$ cat config.mk
export PLATFORM = sky130hd
export DESIGN_NAME = c_escape_collapser_core
export DESIGN_NICKNAME = d
export VERILOG_FILES = /design/src/hdl/cec_pkg.sv /design/src/hdl/c_escape_collapser_core.sv /design/src/hdl/cec_front.sv /design/src/hdl/cec_queue.sv /design/src/hdl/cec_back.sv
export SDC_FILE = /design/constraint.sdc
export NUM_CORES = 1
export LEC_CHECK = 0
export BUFFER_PORTS_ARGS = -buffer_cell sky130_fd_sc_hd__buf_2
export CORE_AREA = 2 2 122 94
export CTS_BUF_LIST = sky130_fd_sc_hd__clkbuf_4 sky130_fd_sc_hd__clkbuf_8
export DETAILED_ROUTE_END_ITERATION = 16
export DIE_AREA = 0 0 124 96
export HOLD_SLACK_MARGIN = 0.03
export PLACE_DENSITY_LB_ADDON = 0.1
export SETUP_SLACK_MARGIN = 0.15
export SYNTH_ARGS = -nofsm -noshare
export SYNTH_HDL_FRONTEND = slang
export SYNTH_HIERARCHICAL = 1
export SYNTH_SLANG_ARGS = --single-unit
$ cat constraint.sdc
create_clock -name i_clk -period 7.2 [get_ports i_clk]
set_input_delay 0.36 -clock i_clk [delete_from_list [all_inputs] [get_ports i_clk]]
set_output_delay 0.36 -clock i_clk [all_outputs]
set_load 0.01 [all_outputs]
$ cat src/hdl/cec_pkg.sv
// Package for the C escape collapser: beat types, scan modes, character codes
// and the escape lookup functions. Depends on nothing; every hdl file imports it.
package cec_pkg;

    typedef struct packed {
        logic [7:0] in_byte;
        logic       in_last;
    } t_in;

    typedef struct packed {
        logic [7:0] out_byte;
        logic       out_valid;
        logic       out_last;
        logic       escapes_found;
    } t_out;

    // One queue entry: the one or two results caused by a single input beat.
    typedef struct packed {
        logic two;
        t_out first;
        t_out second;
    } t_pair;

    // Front to queue.
    typedef struct packed {
        logic  push;
        t_pair pair;
    } t_push;

    // Queue to back.
    typedef struct packed {
        logic  avail;
        t_pair pair;
    } t_head;

    typedef enum logic [2:0] {
        MODE_NORMAL = 3'd0,
        MODE_BSLASH = 3'd1,
        MODE_HEX    = 3'd2,
        MODE_OCT    = 3'd3,
        MODE_DONE   = 3'd4
    } t_mode;

    localparam int unsigned QUEUE_DEPTH = 2;
    localparam int unsigned QPTR_W      = $clog2(QUEUE_DEPTH);

    localparam logic [7:0] CH_NUL    = 8'h00;
    localparam logic [7:0] CH_BSLASH = 8'h5C;
    localparam logic [7:0] CH_SQUOTE = 8'h27;
    localparam logic [7:0] CH_DQUOTE = 8'h22;
    localparam logic [7:0] CH_QMARK  = 8'h3F;
    localparam logic [7:0] CH_LOW_X  = 8'h78;
    localparam logic [7:0] CH_UP_X   = 8'h58;
    localparam logic [7:0] CH_ZERO   = 8'h30;
    localparam logic [7:0] CH_NINE   = 8'h39;
    localparam logic [7:0] CH_LOW_A  = 8'h61;
    localparam logic [7:0] CH_LOW_F  = 8'h66;
    localparam logic [7:0] CH_UP_A   = 8'h41;
    localparam logic [7:0] CH_UP_F   = 8'h46;
    localparam logic [7:0] HEX_ALPHA_BIAS = 8'd10;

    // Byte that a simple escape stands for, or zero if the byte is not one.
    function automatic logic [7:0] simple_escape(input logic [7:0] b);
        logic [7:0] s;
        case (b)
            8'h61:     s = 8'd7;   // a
            8'h62:     s = 8'd8;   // b
            8'h66:     s = 8'd12;  // f
            8'h6E:     s = 8'd10;  // n
            8'h72:     s = 8'd13;  // r
            8'h74:     s = 8'd9;   // t
            8'h76:     s = 8'd11;  // v
            CH_BSLASH: s = CH_BSLASH;
            CH_SQUOTE: s = CH_SQUOTE;
            CH_DQUOTE: s = CH_DQUOTE;
            CH_QMARK:  s = CH_QMARK;
            default:   s = CH_NUL;
        endcase
        return s;
    endfunction

    function automatic logic is_dec(input logic [7:0] b);
        return (b >= CH_ZERO) && (b <= CH_NINE);
    endfunction

    // Bit 4 flags a hex digit, bits 3:0 give its value.
    function automatic logic [4:0] hex_val(input logic [7:0] b);
        logic [7:0] d;
        logic       ok;
        d  = 8'd0;
        ok = 1'b1;
        if (is_dec(b)) begin
            d = b - CH_ZERO;
        end else if ((b >= CH_LOW_A) && (b <= CH_LOW_F)) begin
            d = b - CH_LOW_A + HEX_ALPHA_BIAS;
        end else if ((b >= CH_UP_A) && (b <= CH_UP_F)) begin
            d = b - CH_UP_A + HEX_ALPHA_BIAS;
        end else begin
            ok = 1'b0;
        end
        return {ok, d[3:0]};
    endfunction

endpackage

$ cat src/hdl/c_escape_collapser_core.sv
// C escape collapser, top level. Each result passes through the queue into the output
// register; a second result of the same input follows once the first is taken. Throughput
// is one input beat per cycle while the queue is not full; an input with two results holds
// the single-beat output register for both, so a run of them fills the queue and stalls the
// input. Reset is synchronous, active low: it returns the scan state to normal copy mode and
// empties the queue and the output register. Depends on cec_pkg.
module c_escape_collapser_core import cec_pkg::*; (
    input  logic i_clk,
    input  logic i_rst_n,
    input  logic i_valid,
    output logic o_stall,
    input  t_in  i_data,
    output logic o_valid,
    input  logic i_stall,
    output t_out o_data
);

    // The front scans each accepted beat and writes the one or two results it
    // causes as a single queue entry. Inputs that cause no result (a backslash,
    // a digit that extends a run, anything after a collapsed zero) write nothing.
    // The queue holds two entries, so the input side keeps flowing while the
    // back part sends the second half of a two-result entry or waits on i_stall.
    logic  full;
    logic  accept;
    logic  pop;
    t_push push;
    t_head head;

    assign accept  = i_valid && !full;
    assign o_stall = full;

    cec_front u_front (
        .i_clk    (i_clk),
        .i_rst_n  (i_rst_n),
        .i_accept (accept),
        .i_data   (i_data),
        .o_push   (push)
    );

    cec_queue u_queue (
        .i_clk   (i_clk),
        .i_rst_n (i_rst_n),
        .i_push  (push),
        .i_pop   (pop),
        .o_head  (head),
        .o_full  (full)
    );

    // The back part owns the output register; its valid comes from a flop and
    // never looks at i_stall.
    cec_back u_back (
        .i_clk   (i_clk),
        .i_rst_n (i_rst_n),
        .i_head  (head),
        .o_pop   (pop),
        .o_valid (o_valid),
        .i_stall (i_stall),
        .o_data  (o_data)
    );

endmodule

$ cat src/hdl/cec_front.sv
// Front part of the escape collapser: scan state machine that classifies each
// input beat and forms the one or two results it causes. Uses cec_pkg.
module cec_front import cec_pkg::*; (
    input  logic  i_clk,
    input  logic  i_rst_n,
    input  logic  i_accept,
    input  t_in   i_data,
    output t_push o_push
);

    t_mode      r_mode, n_mode;
    logic [7:0] r_acc, n_acc;
    logic       r_any, n_any;

    logic [2:0] emit_v;
    logic [7:0] emit_b [3];
    logic [1:0] k;
    t_out       s0, s1;
    logic [4:0] hv;
    logic [7:0] esc;
    logic [7:0] b;

    always_ff @(posedge i_clk) begin
        if (!i_rst_n) begin
            r_mode <= MODE_NORMAL;
            r_acc  <= 8'd0;
            r_any  <= 1'b0;
        end else if (i_accept) begin
            r_mode <= n_mode;
            r_acc  <= n_acc;
            r_any  <= n_any;
        end
    end

    always_comb begin
        b      = i_data.in_byte;
        hv     = hex_val(b);
        esc    = simple_escape(b);
        n_mode = r_mode;
        n_acc  = r_acc;
        n_any  = r_any;
        emit_v = 3'b000;
        for (int i = 0; i < 3; i++) begin
            emit_b[i] = 8'd0;
        end

        case (r_mode)
            MODE_DONE: begin
                n_mode = MODE_DONE;
            end
            MODE_BSLASH: begin
                if (esc != CH_NUL) begin
                    n_any     = 1'b1;
                    emit_v[0] = 1'b1;
                    emit_b[0] = esc;
                    n_mode    = MODE_NORMAL;
                end else if ((b == CH_LOW_X) || (b == CH_UP_X)) begin
                    n_any  = 1'b1;
                    n_acc  = 8'd0;
                    n_mode = MODE_HEX;
                end else if (is_dec(b)) begin
                    n_any  = 1'b1;
                    n_acc  = b - CH_ZERO;
                    n_mode = MODE_OCT;
                end else begin
                    // Unknown escape: the backslash and the byte pass unchanged; a NUL ends the output.
                    emit_v[0] = 1'b1;
                    emit_b[0] = CH_BSLASH;
                    if (b == CH_NUL) begin
                        n_mode = MODE_DONE;
                    end else begin
                        emit_v[1] = 1'b1;
                        emit_b[1] = b;
                        n_mode    = MODE_NORMAL;
                    end
                end
            end
            MODE_HEX, MODE_OCT: begin
                if ((r_mode == MODE_HEX) && hv[4]) begin
                    n_acc = {r_acc[3:0], hv[3:0]};
                end else if ((r_mode == MODE_OCT) && is_dec(b)) begin
                    n_acc = {r_acc[4:0], 3'b000} + (b - CH_ZERO);
                end else if (r_acc == 8'd0) begin
                    // A run that collapses to zero ends the output.
                    n_mode = MODE_DONE;
                end else begin
                    emit_v[0] = 1'b1;
                    emit_b[0] = r_acc;
                    if (b == CH_BSLASH) begin
                        n_mode = MODE_BSLASH;
                    end else if (b == CH_NUL) begin
                        n_mode = MODE_DONE;
                    end else begin
                        emit_v[1] = 1'b1;
                        emit_b[1] = b;
                        n_mode    = MODE_NORMAL;
                    end
                end
            end
            default: begin
                if (b == CH_BSLASH) begin
                    n_mode = MODE_BSLASH;
                end else if (b == CH_NUL) begin
                    n_mode = MODE_DONE;
                end else begin
                    emit_v[0] = 1'b1;
                    emit_b[0] = b;
                    n_mode    = MODE_NORMAL;
                end
            end
        endcase

        // End of string: close a pending run or a lone backslash.
        if (i_data.in_last) begin
            if (((n_mode == MODE_HEX) || (n_mode == MODE_OCT)) && (n_acc != 8'd0)) begin
                emit_v[2] = 1'b1;
                emit_b[2] = n_acc;
            end else if (n_mode == MODE_BSLASH) begin
                emit_v[2] = 1'b1;
                emit_b[2] = CH_BSLASH;
            end
        end

        // Pack the emitted bytes into the first free slots.
        s0 = '0;
        s1 = '0;
        k  = 2'd0;
        for (int i = 0; i < 3; i++) begin
            if (emit_v[i]) begin
                if (k == 2'd0) begin
                    s0.out_byte  = emit_b[i];
                    s0.out_valid = 1'b1;
                end else begin
                    s1.out_byte  = emit_b[i];
                    s1.out_valid = 1'b1;
                end
                k = k + 2'd1;
            end
        end

        if (i_data.in_last) begin
            if (k == 2'd0) begin
                s0.out_last      = 1'b1;
                s0.escapes_found = n_any;
                k                = 2'd1;
            end else if (k == 2'd1) begin
                s0.out_last      = 1'b1;
                s0.escapes_found = n_any;
            end else begin
                s1.out_last      = 1'b1;
                s1.escapes_found = n_any;
            end
            n_mode = MODE_NORMAL;
            n_acc  = 8'd0;
            n_any  = 1'b0;
        end

        o_push.push        = i_accept && (k != 2'd0);
        o_push.pair.two    = (k == 2'd2);
        o_push.pair.first  = s0;
        o_push.pair.second = s1;
    end

endmodule

$ cat src/hdl/cec_queue.sv
// Short queue of result pairs between the front and back parts of the
// escape collapser. Uses cec_pkg for the entry type and depth.
module cec_queue import cec_pkg::*; (
    input  logic  i_clk,
    input  logic  i_rst_n,
    input  t_push i_push,
    input  logic  i_pop,
    output t_head o_head,
    output logic  o_full
);

    t_pair               r_mem [QUEUE_DEPTH];
    logic [QPTR_W-1:0]   r_wr, r_rd;
    logic [QPTR_W:0]     r_cnt;
    logic                pop_ok;

    assign pop_ok = i_pop && (r_cnt != '0);

    always_ff @(posedge i_clk) begin
        if (i_push.push) begin
            r_mem[r_wr] <= i_push.pair;
        end
    end

    always_ff @(posedge i_clk) begin
        if (!i_rst_n) begin
            r_wr  <= '0;
            r_rd  <= '0;
            r_cnt <= '0;
        end else begin
            if (i_push.push) begin
                r_wr <= (r_wr == QPTR_W'(QUEUE_DEPTH - 1)) ? '0 : r_wr + 1'b1;
            end
            if (pop_ok) begin
                r_rd <= (r_rd == QPTR_W'(QUEUE_DEPTH - 1)) ? '0 : r_rd + 1'b1;
            end
            case ({i_push.push, pop_ok})
                2'b10:   r_cnt <= r_cnt + 1'b1;
                2'b01:   r_cnt <= r_cnt - 1'b1;
                default: r_cnt <= r_cnt;
            endcase
        end
    end

    assign o_head.avail = (r_cnt != '0);
    assign o_head.pair  = r_mem[r_rd];
    assign o_full       = (r_cnt == (QPTR_W+1)'(QUEUE_DEPTH));

endmodule

$ cat src/hdl/cec_back.sv
// Back part of the escape collapser: drains queue entries into the output
// register, one result beat per cycle while i_stall is low. Uses cec_pkg.
module cec_back import cec_pkg::*; (
    input  logic  i_clk,
    input  logic  i_rst_n,
    input  t_head i_head,
    output logic  o_pop,
    output logic  o_valid,
    input  logic  i_stall,
    output t_out  o_data
);

    logic r_valid;
    t_out r_out;
    logic r_has2;
    t_out r_second;
    logic free;

    assign free  = !r_valid || !i_stall;
    assign o_pop = free && !r_has2 && i_head.avail;

    always_ff @(posedge i_clk) begin
        if (!i_rst_n) begin
            r_valid <= 1'b0;
            r_has2  <= 1'b0;
        end else if (free) begin
            if (r_has2) begin
                r_valid <= 1'b1;
                r_has2  <= 1'b0;
            end else if (i_head.avail) begin
                r_valid <= 1'b1;
                r_has2  <= i_head.pair.two;
            end else begin
                r_valid <= 1'b0;
            end
        end
    end

    always_ff @(posedge i_clk) begin
        if (free) begin
            if (r_has2) begin
                r_out <= r_second;
            end else if (i_head.avail) begin
                r_out    <= i_head.pair.first;
                r_second <= i_head.pair.second;
            end
        end
    end

    assign o_valid = r_valid;
    assign o_data  = r_out;

endmodule
# Yosys cells after proc, flatten, opt, wreduce, memory -nomap -nowiden
# Memories as Yosys holds them, arrays and structs flattened. A register that Yosys moved wholly into a read port is not among the register bits.
# Cells that the tools add are included.
# word_totals
mem_bits_rw,46
word_cells,183
out_inout_bits,13
memories,1
ff_bits,40
inputBits,13
# classes
n_bitwise,1
n_eq_ne,25
n_reduce_logical,32
magnitude_cmp,6
add_sub_neg,12
mux,90
# memory_table
memory,depth,width,read_ports,rd_clocked_by_memory_dff,write_ports,line,source
u_queue.r_mem,2,23,1,1,1,cec_queue.sv:12,t_pair r_mem [QUEUE_DEPTH];
# op_table
operator,count
8-bit 2-to-1 mux,12
9-bit 2-to-1 mux,9
"8-bit by 7-bit == test with 1-bit output, second input constant",10
7-bit one-hot mux with 11 select lines,1
16-bit 2-to-1 mux,4
8-bit one-hot mux with 2 select lines,2
2-bit 2-to-1 mux,15
3-bit 2-to-1 mux,9
1-bit 2-to-1 mux,26
"8-bit by 6-bit == test with 1-bit output, second input constant",3
8-bit one-hot mux with 3 select lines,1
11-bit 2-to-1 mux,2
"8-bit by 7-bit greater-or-equal comparator with 1-bit output, second input constant",2
"8-bit by 7-bit <= comparator with 1-bit output, second input constant",2
8-bit logical NOT,2
8-bit nonzero test,2
15-bit 2-to-1 mux,1
"3-bit by 2-bit == test with 1-bit output, second input constant",4
4-bit 2-to-1 mux,3
1-bit logical AND,11
3-bit one-hot mux with 3 select lines,1
"4-bit adder, second input constant",2
8-bit adder,1
"8-bit by 6-bit greater-or-equal comparator with 1-bit output, second input constant",1
23 further kinds,40

# Logic depth before layout (Yosys ltp)
# Gate-level depths: netlist (run 1).
# depth
ltp_word,21
mapped_depth,22
depth_no_buf,21

# Hierarchy
# The synthesis (run 1) kept the hierarchy.
# by_module_without_submodules
module,cells_per_inst,n_inst,area_per_inst_um2,seq_area_each_um2
cec_front,332,1,2436.1,240.2
cec_queue,94,1,1876.8,1481.4
cec_back,46,1,928.4,700.7
c_escape_collapser_core,1,1,13.8,0.0

# Worst setup path before layout (run 1)
# No wires, ideal clock.
# synth_timing
path_type,input-to-reg
startpoint,input port i_data[5] (netlist name)
endpoint,memory u_queue/r_mem[0][0] (netlist name) (enable)
setup_slack_ns,2.030
setup_ns,0.404
stages,18
required_ns,6.796
arrival_time_ns,4.766
path_buffers,2
path_cell_list,ha_1 > buf_2 > nor3b_2 > o21ai_0 > and3_1 > buf_6 > o31a_1 > nand2b_4 > a221o_1 > nor4b_4 > a31oi_1 > inv_1 > fa_1 > nand3_1 > nand2_1 > a31oi_1 > inv_1 > nor2_1
# synth_lines
item,line,source
start: declaration,c_escape_collapser_core.sv:12,"input t_in i_data,"
end: declaration,cec_queue.sv:12,

==> results.yml, run 1 <==
status:
  status: "complete, no violations"
worst_setup_path:
  cp.arrival_ps: 5850
  cp_max_fo: 21
  rr_endpoint: "u_queue/r_cnt[1]"
  crit_start: "i_data[4]"
  r2r_slack_ps: 2030
  required_ps: 7470
  endpoint: "u_queue/r_cnt[1]"
  reg2reg_depth: 16
  crit-reg2reg-launch: "u_front/r_mode[0]"
  cp-end-kind: "register"
  cp-start-kind: "input pin"
  crit_type: "input pin to register"
synth:
  ys_warn_count: 6
  syn_area_mm2: 0.00526
  synth-seq-cells: 87
  synth_compound_area_share_pct: 17.2
  synth_nets: 504
  synth_edf_count: 68
  synth_top_family_by_area: "compound AO/OA/AOI/OAI gates"
  yosys_most_used_dff: "edfxtp_1"
  ys_seq_area_share_pct: 46.1
  synthAdderAreaFrac_pct: 4.57
  async_flop_share_pct: 0
  post_synth_and_or_nand_nor_area_fraction_pct: 16.3
  synth.distinct_cells: 83
  synthCells: 473
  synthXorXnorAreaFrac_pct: 1.67
  synth_mux_area_share_pct: 9.43
  syn_avg_cell_area_um2: 11.1
global_route:
  grtUsageTotal_pct: 24.4
  grt_pass1_vias: 3712
  grt-ovfl-total: 0
  grt_pass1_wl_mm: 21.4
  antenna_found_initial: 0
  grt_max_degree: 24
floorplan:
  core_area_mm2: 0.0107
  die_area_mm2: 0.0119
  rows: 33
  initial_core_util_pct: 49.0
  ios: 26
  die_x_um: 124
  dieHeight_um: 96
pwr:
  peakVddDrop_mv: 0.195
  power.total_w: 0.00139
  leakage_nw: 2.03
  power.density_mw_per_mm2: 247
layout:
  area_growth_pct: 6.88
  final_cell_mix: "edfxtp_1, mux2_2, inv_1, nand2_1, buf_2"
  drive_above_1_share_pct: 21.3
  n_antenna_cell: 0
  nets: 520
  layout_commonest_cell: "edfxtp_1"
placed_design:
  port-buffer-count: 25
  hpwl_mm: 10.2
  gp_congestion: 0.984
timing:
  clock_skew_ps: 7.07
  worst_pin_slew_ps: 1110
  maxSlewHeadroom_pct: 25.8
  slew_viol_final: 0
  fin_setup_tns_ps: 0
  fmax_mhz: 179
  min_period_ps: 5580
  hold_viol: 0
  period_share_pct: 77.4
  setup_viol: 0
  grt_setup_unrepaired: "no"
clock_tree:
  postCtsSetupRepairBufs: 0
  cts-root-buf: "clkbuf_8"
  path_clk_slew_ps: 80
  cts_tree: "built"
  insertion_delay_ps: 340
  numCtsBuffers: 9
  clockBufferDepth: 2
  cts_hold_buf: 0
  cts-resized-gates: 0
  h-tree-depth: 3
  cts_num_sinks: 87
detailed_routing:
  routed_wl_mm: 13.8
  drc: 0
  firstDrtPassIters: 5
  vias: 4018
  via_per_inst: 6.34
  avgRoutedWirePerCell_um: 21.8
  ant_nets: 0
  dr.first_iter.drc_count: 561
min_path:
  hp-class: "input pin to register"
job:
  max_cap_viol_count: 0
-- layer usage --
| metal | global-route usage (%) | part of all wire [%] |
|---|---|---|
| met5 | 0 | 0 |
| met4 | 4.21 | 0.68 |
| met3 | 7.52 | 9.5 |
| met2 | 33.9 | 41 |
| met1 | 37.5 | 49 |
-- power breakdown --
part	switching, W	leakage [nW]	internal, W
clock network	0.000165	0.0866	0.000133
registers	0.0000373	0.792	0.000688
logic	0.000204	1.15	0.000162
total	0.000406	2.03	0.000983
-- stage by stage --
stage	utilization [%]	hold slack, ps	instance area [um2]	instances	worst slack, ps
finish	52.3	282	5620	634	1620
global route	52.3	289	5620	634	1440
CTS	52.3	262	5620	634	1840
detailed placement	50.7	451	5440	618	1480
global placement	50.7	445	5440	618	1500
floorplan	-	432	5260	473	2030
-- final cells by class --
| cell class | instances | area, um2 |
|---|---|---|
| fillers | 992 | 5120 |
| multi-input cells | 334 | 2580 |
| flip-flops and latches | 87 | 2420 |
| well taps | 140 | 175 |
| repair buffers | 30 | 163 |
| clock buffers | 11 | 139 |
| inverters | 27 | 101 |
| clock inverters | 5 | 33.8 |
-- flip-flops by register name (all words and copies together), names as in the netlist, 2 cells and up, named ones only --
name and flops:
u_back/o_data 11, u_back/r_second 11, u_front/r_acc 8, u_front/r_mode 3, u_queue/r_cnt 2, u_queue/r_mem 46
-- how the worst min path moves through the flow --
stage / start / endpoint / slack [ps] / cells past startpoint
2_1_floorplan: u_front/r_any / u_front/r_any / 430 / 2
3_3_place_gp: u_front/r_any / u_front/r_any / 450 / 2
3_5_place_dp: u_front/r_any / u_front/r_any / 450 / 2
4_1_cts: i_stall / u_back/r_has2 / 260 / 3
5_1_grt: i_stall / u_back/r_has2 / 290 / 3
6_report: i_stall / u_back/r_has2 / 280 / 3
-- worst max-delay path, stage by stage --
cell and delay (ps):
buf_2 230, nor4_2 670, nand3_1 360, and3_1 390
o31a_1 450, nand2b_4 230, a211oi_2 610, nor4b_4 390
a31oi_1 200, inv_1 130, fa_1 470, nand3_1 110
nand2_1 50, a31oi_1 230, inv_1 120, ha_1 340
or3_1 350, a21boi_1 150
-- cells by family (layout without fill, tap and decap cells) --
group / after synthesis / after routing
xor+xnor: 10 / 10
simple gates: 144 / 144
mux: 43 / 43
fa+ha+maj: 18 / 18
buf+inv: 52 / 73
flops: 87 / 87
compound gates: 119 / 119
-- synth_stat cells (7+ instances only) --
cell type  number  area, um2
o22ai_1        12       75.1
dfxtp_1        19        380
inv_1          27        101
nor2_1         23       86.3
mux2_2         33        372
nand3_1        14       70.1
a22o_1          8       70.1
ha_1           16        200
edfxtp_1       68       2040
nand2_1        27        101
nor2b_1         9       56.3
o21ai_0        17       85.1
and2_1         15       93.8
nor3_1          7       35.0
clkbuf_1       12       45.0
a21oi_1        12       60.1
xnor2_1         8       70.1
No activity file was read; power rests on OpenSTA's default activity.
==> run 2, diff against run 1 <==
Clock period 7.2 ns to 4.8 ns, I/O delays scaled along.
==> run 2 against run 1 <==
Worst hold slack worse by 120 ps. Register-to-register slack worse by 1500 ps. Core utilization grew 6.6 points. Sequential power is 50% higher. Die area unchanged. Design area grew 13%. Clock power increased by 67%. Power rose by 57%. Critical path depth is 4 higher. Highest routed layer unchanged. Flip-flop and latch count unchanged. Largest power group unchanged. Wire length rose by 7.3%.
==> results.yml, run 2 (synthesized netlist as in run 1, its figures left out) <==
status:
  status: "complete, no violations"
layout:
  top_register: "u_queue/r_mem"
  area_growth_pct: 20.3
  layout_commonest_cell: "buf_4"
  fillCellCount: 884
  final_cells: 703
  final_cell_mix: "buf_4, edfxtp_1, mux2_2, nand2_1"
  design_area_mm2: 0.00632
  seq_area_mm2: 0.00242
  n_antenna_cell: 0
  multi_input_area_mm2: 0.00271
  largest_register_ffs: 46
  nets: 589
  drive_above_1_share_pct: 34.1
clock_tree:
  numCtsBuffers: 9
  h-tree-depth: 3
  clockBufferDepth: 2
  cts_hold_buf: 0
  cts-root-buf: "clkbuf_8"
  cts_tree: "built"
  path_clk_slew_ps: 80
  insertion_delay_ps: 350
  cts_num_sinks: 87
placed_design:
  hpwl_mm: 11.3
  gp_congestion: 0.967
  post-place-ws_ps: -167
  place_area_mm2: 0.00595
  port-buffer-count: 25
  placed_cells: 682
pwr:
  peakVddDrop_mv: 0.331
  leakage_nw: 2.42
  power.density_mw_per_mm2: 346
timing:
  fmax_mhz: 226
  slew_viol_final: 0
  setup_viol: 0
  grt_setup_unrepaired: "no"
  maxSlewHeadroom_pct: 29.2
  period_share_pct: 92.0
  finalWorstSetupSlack_ps: 385
  hold_viol: 0
  worst_pin_slew_ps: 1060
  min_period_ps: 4420
  clock_skew_ps: 5.70
floorplan:
  initial_core_util_pct: 49.0
  ios: 26
  dieHeight_um: 96
  rows: 33
  core_area_mm2: 0.0107
  die_x_um: 124
  die_area_mm2: 0.0119
worst_setup_path:
  cp-start-kind: "input pin"
  worstPathCellList: "buf_6 -> inv_2 -> ha_1 -> or4b_4 -> a221oi_4 -> o22ai_4 -> buf_4 -> mux2i_4 -> o31ai_1 -> a221o_1 -> nor4b_4 -> a31oi_1 -> inv_1 -> fa_1 -> nand3_1 -> nand2_2 -> a31oi_4 -> inv_2 -> ha_1 -> xnor2_1 -> or3_1 -> a21boi_1"
  crit_start: "i_data[2]"
  required_ps: 5080
  cp_max_fo: 9
  reg2reg_depth: 21
  critical-path-max-stage-delay_ps: 500
  cp-end-kind: "register"
  crit_cells: 22
  rr_endpoint: "u_queue/r_cnt[1]"
  r2r_slack_ps: 530
  cp.arrival_ps: 4700
  crit_type: "input pin to register"
  crit_family: "compound AO/OA/AOI/OAI gates"
  path_buf_inv: 5
  crit-reg2reg-launch: "u_front/r_acc[0]"
  worst_path_max_delay_cell: "or4b_4"
detailed_routing:
  dr.first_iter.drc_count: 413
  firstDrtPassIters: 7
  routed_wl_mm: 14.8
  via_per_inst: 5.99
  vias: 4212
  ant_nets: 0
  drc: 0
  avgRoutedWirePerCell_um: 21.1
global_route:
  grt_pass1_wl_mm: 22.9
  grt_max_degree: 25
  grt_pass1_vias: 4117
  grt-ovfl-total: 0
  antenna_found_initial: 1
  grtUsageTotal_pct: 26.4
min_path:
  worstHoldStart: "i_stall"
  hp-class: "input pin to register"
  holdPathEnd: "u_back/r_has2"
  hold_depth: 3
job:
  max_cap_viol_count: 0
-- run 2: worst max-delay path by stage --
stage / end / slack, ps
2_1_floorplan: u_queue/r_mem[1][0] / 230
3_3_place_gp: u_queue/r_cnt[1] / -70
3_5_place_dp: u_queue/r_cnt[1] / -170
4_1_cts: u_queue/r_cnt[1] / 200
5_1_grt: u_queue/r_cnt[1] / 160
6_report: u_queue/r_cnt[1] / 380
-- run 2: what timing repair did --
action | 4_1_cts | 5_1_grt
resized for setup | 0 | 31
setup buffers | 0 | 5
endpoints found under the setup margin | 0 | 26
-- run 2: power breakdown --
part | leakage [nW] | switching [W] | internal (W)
clock network | 0.101 | 0.000257 | 0.000242
logic | 1.52 | 0.000315 | 0.000281
registers | 0.793 | 0.0000615 | 0.00103
-- run 2: cell type report --
| type | count | area share (%) |
|---|---|---|
| Clock inverter | 7 | 1.11 |
| Multi-Input combinational cell | 334 | 42.9 |
| Sequential cell | 87 | 38.3 |
| Inverter | 27 | 1.60 |
| Timing Repair Buffer | 99 | 11.3 |
| Tap cell | 140 | 2.77 |
| Clock buffer | 9 | 1.96 |
-- run 2: per-stage QoR --
| stage | total power (W) | setup TNS, ps | hold slack, ps | util [%] |
|---|---|---|---|---|
| floorplan | 0.00149 | 0 | 358 | - |
| global placement | 0.00168 | -105 | 444 | 55.5 |
| finish | 0.00219 | 0 | 165 | 58.9 |
| detailed placement | 0.00170 | -730 | 466 | 55.5 |
| CTS | 0.00220 | 0 | 142 | 57.3 |
| global route | 0.00231 | 0 | 167 | 58.9 |
-- run 2: metal layers --
metal	vias up	global-route usage (%)	part of all wire, %
met5	-	0	0
met2	179	35.9	42
met4	0	7.96	1.1
li1	1982	-	-
met1	2039	39.8	48
met3	12	8.12	9.7
-- run 2: worst register-to-register path, cell delays in order (launching register included) --
cell,delay [ps]
dfxtp_2,350
ha_1,160
inv_1,60
fa_2,360
nand2b_1,170
a21oi_2,140
xnor2_1,140
xnor2_1,140
o21ai_1,70
a221o_1,400
nor4b_4,310
a31oi_1,150
inv_1,130
fa_1,420
nand3_1,110
nand2_2,70
a31oi_4,190
inv_2,60
ha_1,210
xnor2_1,140
or3_1,320
a21boi_1,130
==> run 3, diff against run 2 <==
Settings changed: RECOVER_POWER from default to 100.
==> run 3 against run 2 <==
Worst setup slack lost 96 ps. Via count barely moved. Critical path type unchanged. First-iteration DRC count grew 3.1%. Clock skew decreased by 2.6 ps. Cell count stayed put. Core utilization down 0.92 points. Maximum frequency is 2.1% lower. Die area is the same. Combinational power down 6.9%.
==> results.yml, run 3 (synthesized netlist as in run 1, its figures left out) <==
timing:
  setup_viol: 0
  maxSlewHeadroom_pct: 26.1
  clock_skew_ps: 3.08
  hold_viol: 0
  grt_setup_unrepaired: "no"
  period_share_pct: 94.0
  min_period_ps: 4510
  worst_pin_slew_ps: 1110
  slew_viol_final: 0
  fmax_mhz: 222
  finalWorstSetupSlack_ps: 288
placed_design:
  port-buffer-count: 25
  hpwl_mm: 11.3
  post-place-ws_ps: -167
  gp_congestion: 0.967
floorplan:
  die_x_um: 124
  rows: 33
  initial_core_util_pct: 49.0
  ios: 26
  core_area_mm2: 0.0107
  dieHeight_um: 96
  die_area_mm2: 0.0119
detailed_routing:
  firstDrtPassIters: 5
  ant_nets: 0
  avgRoutedWirePerCell_um: 21.0
  dr.first_iter.drc_count: 426
  via_per_inst: 5.99
  vias: 4211
  routed_wl_mm: 14.8
  drc: 0
global_route:
  grt_busiest_layer: "met1"
  grtUsageTotal_pct: 26.4
  grt_pass1_vias: 4117
  grt_util_met1_pct: 39.8
  antenna_found_initial: 1
  grt_pass1_wl_mm: 22.9
  grt_use_met3_pct: 8.12
  use_met2_pct: 35.9
  grt-ovfl-total: 0
  grt_max_degree: 25
worst_setup_path:
  crit-reg2reg-launch: "u_front/r_acc[0]"
  cp-start-kind: "input pin"
  cp-end-kind: "register"
  reg2reg_depth: 21
  cp_max_fo: 10
  crit_start: "i_data[2]"
  cp.arrival_ps: 4790
  r2r_slack_ps: 520
  crit_type: "input pin to register"
  required_ps: 5080
  rr_endpoint: "u_queue/r_cnt[1]"
layout:
  drive_above_1_share_pct: 28.6
  largest_register_ffs: 46
  final_cell_mix: "edfxtp_1, buf_4, mux2_2, nand2_1, inv_1"
  final_util_pct: 57.9
  top_register: "u_queue/r_mem"
  nets: 589
  fillCellCount: 909
  seq_area_mm2: 0.00242
  area_growth_pct: 18.4
  n_antenna_cell: 0
  layout_commonest_cell: "edfxtp_1"
  multi_input_area_mm2: 0.00267
clock_tree:
  cts_num_sinks: 87
  numCtsBuffers: 9
  h-tree-depth: 3
  cts-root-buf: "clkbuf_8"
  cts_tree: "built"
  insertion_delay_ps: 350
  cts_hold_buf: 0
  clockBufferDepth: 2
  path_clk_slew_ps: 80
min_path:
  hold_depth: 3
  worstHoldStart: "i_stall"
  hp-class: "input pin to register"
  holdPathEnd: "u_back/r_has2"
status:
  status: "complete, no violations"
pwr:
  power_frac_comb_pct: 25.8
  pwr-share-clk_pct: 23.3
  leakage_nw: 2.33
  p_switching_w: 0.000631
  peakVddDrop_mv: 0.330
  swShare_pct: 29.4
  power_frac_seq_pct: 51.0
  power.density_mw_per_mm2: 345
  p_int_w: 0.00152
job:
  max_cap_viol_count: 0
[run 3: cell count changes in the layout (fill, tap and decap cells not counted), moves of 4 or more]
| cell | previous run | this run |
|---|---|---|
| and2_0 | 0 | 5 |
| and2_1 | 15 | 10 |
| buf_2 | 24 | 12 |
| buf_4 | 72 | 62 |
| clkbuf_1 | 0 | 18 |
| clkbuf_4 | 0 | 5 |
| mux2_1 | 0 | 5 |
| mux2_4 | 4 | 0 |
[run 3: area by class of cell]
type,count,share of cell area [%]
multi-input cells,334,42.8
inverters,27,1.63
flip-flops and latches,87,39.0
clock buffers,9,1.99
repair buffers,99,10.6
clock inverters,7,1.13
well taps,140,2.82
[run 3: power by group through the flow]
stage	Combinational (W)	Sequential (W)	Clock, W
6_report	0.000554	0.00109	0.000500
5_1_grt	0.000610	0.00111	0.000544
4_1_cts	0.000586	0.00110	0.000513
3_5_place_dp	0.000583	0.00111	0
3_3_place_gp	0.000576	0.00111	0
2_1_floorplan	0.000372	0.00112	0
[run 3: through the flow]
stage	cells	power [W]	cell area [um2]	hold WS, ps	TNS (ps)
after floorplan	473	0.00149	5260	358	0
after global placement	682	0.00168	5950	444	-105
after detailed placement	682	0.00170	5950	466	-730
after CTS	698	0.00220	6150	142	0
after global routing	703	0.00227	6220	167	0
final	703	0.00215	6220	164	0
[run 3: repair_timing]
item                                    4_1_cts  5_1_grt
endpoints found under the setup margin        0       26
endpoints found under the hold margin         0        0
gates resized for setup                       0       31
setup buffers                                 0        5
[run 3: worst max-delay path by stage]
stage | depth (start not counted) | slack, ps | end
2_1_floorplan | 17 | 230 | u_queue/r_mem[1][0]
3_3_place_gp | 20 | -70 | u_queue/r_cnt[1]
3_5_place_dp | 21 | -170 | u_queue/r_cnt[1]
4_1_cts | 21 | 200 | u_queue/r_cnt[1]
5_1_grt | 21 | 90 | u_queue/r_cnt[1]
6_report | 20 | 290 | u_queue/r_cnt[1]
[run 3: metal layers]
layer  wire [um]  part of all wire [%]
met2        6060                    41
met5           0                     0
met3        1450                   9.8
met4         206                   1.4
met1        7050                    48
[run 3: critical path, cell delays in order]
cell      delay, ps
buf_6           110
inv_2            60
ha_1            200
or4b_1          520
a221oi_4        320
o22a_1          280
a21oi_1         190
nor3_1          340
clkbuf_1        420
a211oi_1        140
clkbuf_1        220
fa_1            490
nand3_1         100
nand2_1          80
a31oi_4         200
inv_2            60
ha_1            210
xnor2_1         140
or3_1           320
a21boi_1        130
